[config.mk]
export PLATFORM = sky130hd
export DESIGN_NAME = ple_cell
export DESIGN_NICKNAME = d
export VERILOG_FILES = /design/src/ple_pkg.sv /design/src/ple_cell.sv
export SDC_FILE = /design/constraint.sdc
export NUM_CORES = 1
export LEC_CHECK = 0
export ABC_AREA = 0
export BUFFER_PORTS_ARGS = -buffer_cell sky130_fd_sc_hd__buf_2
export CAP_MARGIN = 20
export CORE_MARGIN = 3
export CORE_UTILIZATION = 25
export DETAILED_ROUTE_END_ITERATION = 6
export GPL_ROUTABILITY_DRIVEN = 0
export SLEW_MARGIN = 20
export SYNTH_ARGS = -nofsm -noshare
export SYNTH_HDL_FRONTEND = slang
export SYNTH_SLANG_ARGS = --single-unit
[constraint.sdc]
create_clock -name clk -period 5.7 [get_ports clk]
set_input_delay 1.14 -clock clk [delete_from_list [all_inputs] [get_ports clk]]
set_output_delay 1.14 -clock clk [all_outputs]
set_load 0.01 [all_outputs]
[src/ple_pkg.sv]
// Package for the positional list engine: request and result transfer types,
// request and status constants, and the control types shared by the cell row.
// Depends on nothing.
`default_nettype none

package ple_pkg;

    localparam int VALUE_W = 32;
    localparam int POS_W   = 7;

    // Request types
    localparam logic [2:0] REQ_CLEAR  = 3'd0;
    localparam logic [2:0] REQ_INSERT = 3'd1;
    localparam logic [2:0] REQ_DELETE = 3'd2;
    localparam logic [2:0] REQ_READ   = 3'd3;
    localparam logic [2:0] REQ_LOCATE = 3'd4;
    localparam logic [2:0] REQ_PRED   = 3'd5;
    localparam logic [2:0] REQ_SUCC   = 3'd6;

    // Result status
    localparam logic [2:0] ST_OK     = 3'd0;
    localparam logic [2:0] ST_BADPOS = 3'd1;
    localparam logic [2:0] ST_FULL   = 3'd2;
    localparam logic [2:0] ST_NOFIND = 3'd3;
    localparam logic [2:0] ST_NOPRED = 3'd4;
    localparam logic [2:0] ST_NOSUCC = 3'd5;

    typedef struct packed {
        logic [2:0]                req_type;
        logic [POS_W-1:0]          position;
        logic signed [VALUE_W-1:0] item_value;
    } ple_in_t;

    typedef struct packed {
        logic [2:0]                status;
        logic signed [VALUE_W-1:0] result_value;
        logic [POS_W-1:0]          found_position;
        logic [POS_W-1:0]          list_length;
        logic                      is_empty;
    } ple_out_t;

    // Shift command broadcast to every cell for the cycle of an insert or delete.
    typedef struct packed {
        logic                      ins_en;
        logic                      del_en;
        logic [POS_W-1:0]          pos0;
        logic signed [VALUE_W-1:0] ins_value;
    } ple_shift_t;

    // What the probe wave looks for while a scan is running.
    typedef struct packed {
        logic                      locate;
        logic [POS_W-1:0]          target;
        logic signed [VALUE_W-1:0] key;
    } ple_probe_ctl_t;

    // Probe token handed from cell to cell towards the head of the row.
    typedef struct packed {
        logic                      hit;
        logic signed [VALUE_W-1:0] value;
        logic [POS_W-1:0]          pos1;
    } ple_probe_t;

    typedef enum logic [1:0] {
        ST_IDLE = 2'b01,
        ST_SCAN = 2'b10
    } ple_state_t;

endpackage

`default_nettype wire

[src/ple_cell.sv]
// One storage cell of the list row: holds a single element, shifts with its
// neighbours on insert and delete, and passes the probe token one step a cycle.
// Depends on ple_pkg.
`default_nettype none

module ple_cell #(
    parameter int INDEX = 0,
    parameter int CNT_W = 7
) (
    input  wire logic                          clk,
    input  wire ple_pkg::ple_shift_t           shift,
    input  wire ple_pkg::ple_probe_ctl_t       pctl,
    input  wire logic [CNT_W-1:0]              count,
    input  wire logic signed [31:0]            left_value,
    input  wire logic signed [31:0]            right_value,
    output logic signed [31:0]                 value,
    input  wire ple_pkg::ple_probe_t           probe_in,
    output ple_pkg::ple_probe_t                probe_out
);
    import ple_pkg::*;

    logic signed [VALUE_W-1:0] value_reg;
    logic signed [VALUE_W-1:0] value_next;
    ple_probe_t                probe_reg;
    ple_probe_t                probe_next;
    logic                      hit;

    // An insert opens a gap at its position; a delete closes one.
    always_comb
    begin
        value_next = value_reg;
        if (shift.ins_en)
        begin
            if (INDEX == int'(shift.pos0))
                value_next = shift.ins_value;
            else if (INDEX > int'(shift.pos0))
                value_next = left_value;
        end
        else if (shift.del_en && (INDEX >= int'(shift.pos0)))
        begin
            value_next = right_value;
        end
    end

    // Lower cells overwrite the token, so the first match wins at the head.
    always_comb
    begin
        if (pctl.locate)
            hit = (INDEX < int'(count)) && (value_reg == pctl.key);
        else
            hit = (INDEX == int'(pctl.target));

        if (hit)
        begin
            probe_next.hit   = 1'b1;
            probe_next.value = value_reg;
            probe_next.pos1  = POS_W'(INDEX + 1);
        end
        else
        begin
            probe_next = probe_in;
        end
    end

    always_ff @(posedge clk)
    begin
        value_reg <= value_next;
        probe_reg <= probe_next;
    end

    assign value     = value_reg;
    assign probe_out = probe_reg;

endmodule

`default_nettype wire

==> impl_metrics.csv <==
group,metric,value,unit
sta,max_freq,338,MHz
clock_network,clkTransAtPathRegs,0.06,ns
sta,setup_viol,0,
final_layout,diodes,0,
min_path,hold_path.class,"reg -> reg",
route,ant_nets,0,
synth,ys_async_sr_fraction,0,%
route,drt-total-wl,13.3,mm
place,io_buffers,232,
die,num_io_pins,265,
sta,worst_slew_pin_slew,0.891,ns
clock_network,numCtsBuffers,9,
sta,slew_violations,0,
synth,synthCells,360,
critical_path,path_cells,"buf_2, xnor2_1, nand4_1, nor4_2, buf_4, and3_1, nor3b_1",
power_and_ir_drop,p_switching,0.000287,W
sta,rsz0062_at_grt,"false",
global_routing,grt_max_degree,66,
die,die_x,128,um
final_layout,drive_above_1_share,49.7,%
place,dp_hpwl,9.94,mm
sta,hold_viol,0,
sta,period_minus_slack,2.96,ns
global_routing,overflow,0,
die,die_area,0.0165,mm^2
die,core,0.0146,mm^2
place,dp.cells,749,
clock_network,cts_root_buf,"clkbuf_16",
final_layout,largest_register_ffs,40,
synth,avgSynthCellArea,10.4,um^2
flow_run,maxCapViolations,0,
synth,ys.flop_type,"dfxtp_1",
global_routing,grt_pass1_wl,19.6,mm
critical_path,start_kind,"input port",
route,drt_iter0_markers,177,
clock_network,cts.sinks,72,
critical_path,crit_arrival,3.13,ns
critical_path,worstPathMaxFanout,49,
synth,synth_edf_count,32,
synth,synth.yosys.seq_area_share,47.1,%
critical_path,worst-path-buf-inv,2,
final_layout,final-instance-count-excl-fill,765,
route,post_drt_wl_per_cell,17.4,um
critical_path,cpPeakStageDelay,0.50,ns
status,outcome,"finished clean",
critical_path,crit_family,"simple AND/OR/NAND/NOR gates",
power_and_ir_drop,clock_power_share,43.4,%
power_and_ir_drop,seq_power_share,43.8,%
power_and_ir_drop,powerDensity,240,mW/mm^2
route,vias,3804,
synth,synth-seq-cells,72,
clock_network,clockBufferDepth,2,
synth,synth_fp_nets,553,
die,die_y,128,um
die,initial_core_util,25.7,%
route,viasPerCell,4.97,
sta,clock_skew,0.00825,ns
critical_path,critPathCaptureType,"flop",
critical_path,crit_slowest_cell,"buf_4",
clock_network,cts_tree,"yes",
clock_network,cts_resized,0,
route,first_pass_iters,6,
clock_network,ctsHoldBuffers,0,
clock_network,post_cts_buffers,0,
sta,slew_headroom,40.6,%
final_layout,nets,769,
power_and_ir_drop,internal_power,0.000999,W
synth,synth_cell_type_count,22,
synth,synth.cell_area,0.00374,mm^2
critical_path,required,5.87,ns
critical_path,worstSetupPathType,"in -> reg",
sta,final.setup.tns,0,ns
clock_network,htree_levels,3,
power_and_ir_drop,swShare,22.3,%
power_and_ir_drop,comb_power_share,12.8,%
global_routing,grt_usage,15.6,%
final_layout,area_delta_synth_final,43.0,%
clock_network,clock_latency,0.33,ns
power_and_ir_drop,ir_drop,0.154,mV
route,drc,0,
power_and_ir_drop,leakage,2.47,nW
synth,yosysWarnings,0,
sta,period_share,52.0,%
global_routing,antenna_found_initial,1,
final_layout,fillCellCount,1475,
global_routing,grt_pass1_vias,3684,
die,row_count,44,
==> final cells by class <==
type / count / area, um^2 / area share (%)
timing repair buffer: 239 / 1210 / 22.7
clock inverter: 5 / 46.3 / 0.865
multi-input combinational: 254 / 1860 / 34.7
clock buffer: 11 / 243 / 4.53
tap: 184 / 230 / 4.30
sequential: 72 / 1760 / 32.9
==> worst paths after layout <==
check	from	endpoint	slack (ns)	depth (start not counted)
worst max-delay path	pctl[26]	probe_out[6]	2.74	7
worst min-delay path	value[17]	probe_out[24]	0.59	2
worst max register to register	value[26]	probe_out[6]	3.14	6
worst min register to register	value[17]	probe_out[24]	0.59	2
==> worst reg2reg max path, stage by stage, from the launching register on <==
cell,delay (ns)
edfxtp_1,0.48
xnor2_1,0.38
nand4_1,0.17
nor4_2,0.34
buf_4,0.50
and3_1,0.45
nor3b_1,0.09
==> logic make-up after synthesis <==
logic type             Yosys count  synth area share [%]
buffers and inverters           34                  3.91
XOR/XNOR                        32                  7.49
multiplexers                    32                  9.63
AND/OR/NAND/NOR                125                  17.9
flip-flops                      72                  47.1
AO/OA/AOI/OAI                   65                  14.0
==> synth_stat cells, types with 2 or more instances <==
cell type   n  area (um^2)
a21o_1     32          240
xnor2_1    32          280
or3_1       2         12.5
nor4_1      5         31.3
clkbuf_1   18         67.6
nand3_1    33          165
edfxtp_1   32          961
nand2_1    34          128
nand4_1    39          244
nor3b_1     6         45.0
buf_1       6         22.5
mux2_2     32          360
a2bb2oi_1  32          280
nor3_1      2         10.0
dfxtp_1    40          801
buf_2       9         45.0
==> power groups by stage <==
stage	Combinational [W]	Sequential, W	Clock, W
final	0.000165	0.000563	0.000558
after floorplan	0.0000695	0.000583	0
after global placement	0.000162	0.000574	0
after CTS	0.000167	0.000563	0.000577
after global routing	0.000182	0.000565	0.000601
after detailed placement	0.000167	0.000574	0
==> layer usage <==
metal,global-route usage (%),wire (um),vias to the layer above
met1,19.0,5170,1790
met5,0,7,-
met2,25.4,6550,197
li1,-,-,1785
met3,4.44,1120,30
met4,7.62,490,2
==> layout by cell type (no fill, tap or decap) <==
| cell type | n |
|---|---|
| o21ai_0 | 1 |
| a21o_1 | 32 |
| bufinv_16 | 1 |
| clkbuf_1 | 1 |
| clkbuf_16 | 9 |
| nand4_1 | 39 |
| nor4_2 | 3 |
| buf_4 | 7 |
| nor4_1 | 3 |
| or3_1 | 2 |
| xnor2_1 | 32 |
| a2bb2oi_1 | 32 |
| and3_1 | 1 |
| buf_2 | 232 |
| nor3_2 | 2 |
| dfxtp_1 | 40 |
| or4_1 | 1 |
| nor3b_1 | 6 |
| edfxtp_1 | 32 |
| clkinv_1 | 3 |
| nand2_1 | 34 |
| clkinv_2 | 1 |
| clkbuf_8 | 1 |
| mux2_2 | 32 |
| nand3_1 | 33 |
| and2_2 | 1 |
==> through the flow <==
stage	utilization (%)	area [um^2]	power (W)	setup slack, ns	hold slack, ns
finish	36.7	5350	0.00129	2.74	0.594
global route	36.7	5350	0.00135	2.60	0.608
CTS	36.7	5350	0.00131	2.61	0.587
detailed placement	34.7	5060	0.000741	2.26	0.571
global placement	34.7	5060	0.000736	2.39	0.557
floorplan	-	3740	0.000652	0.298	0.600
Power figures use the tool's default switching activity.
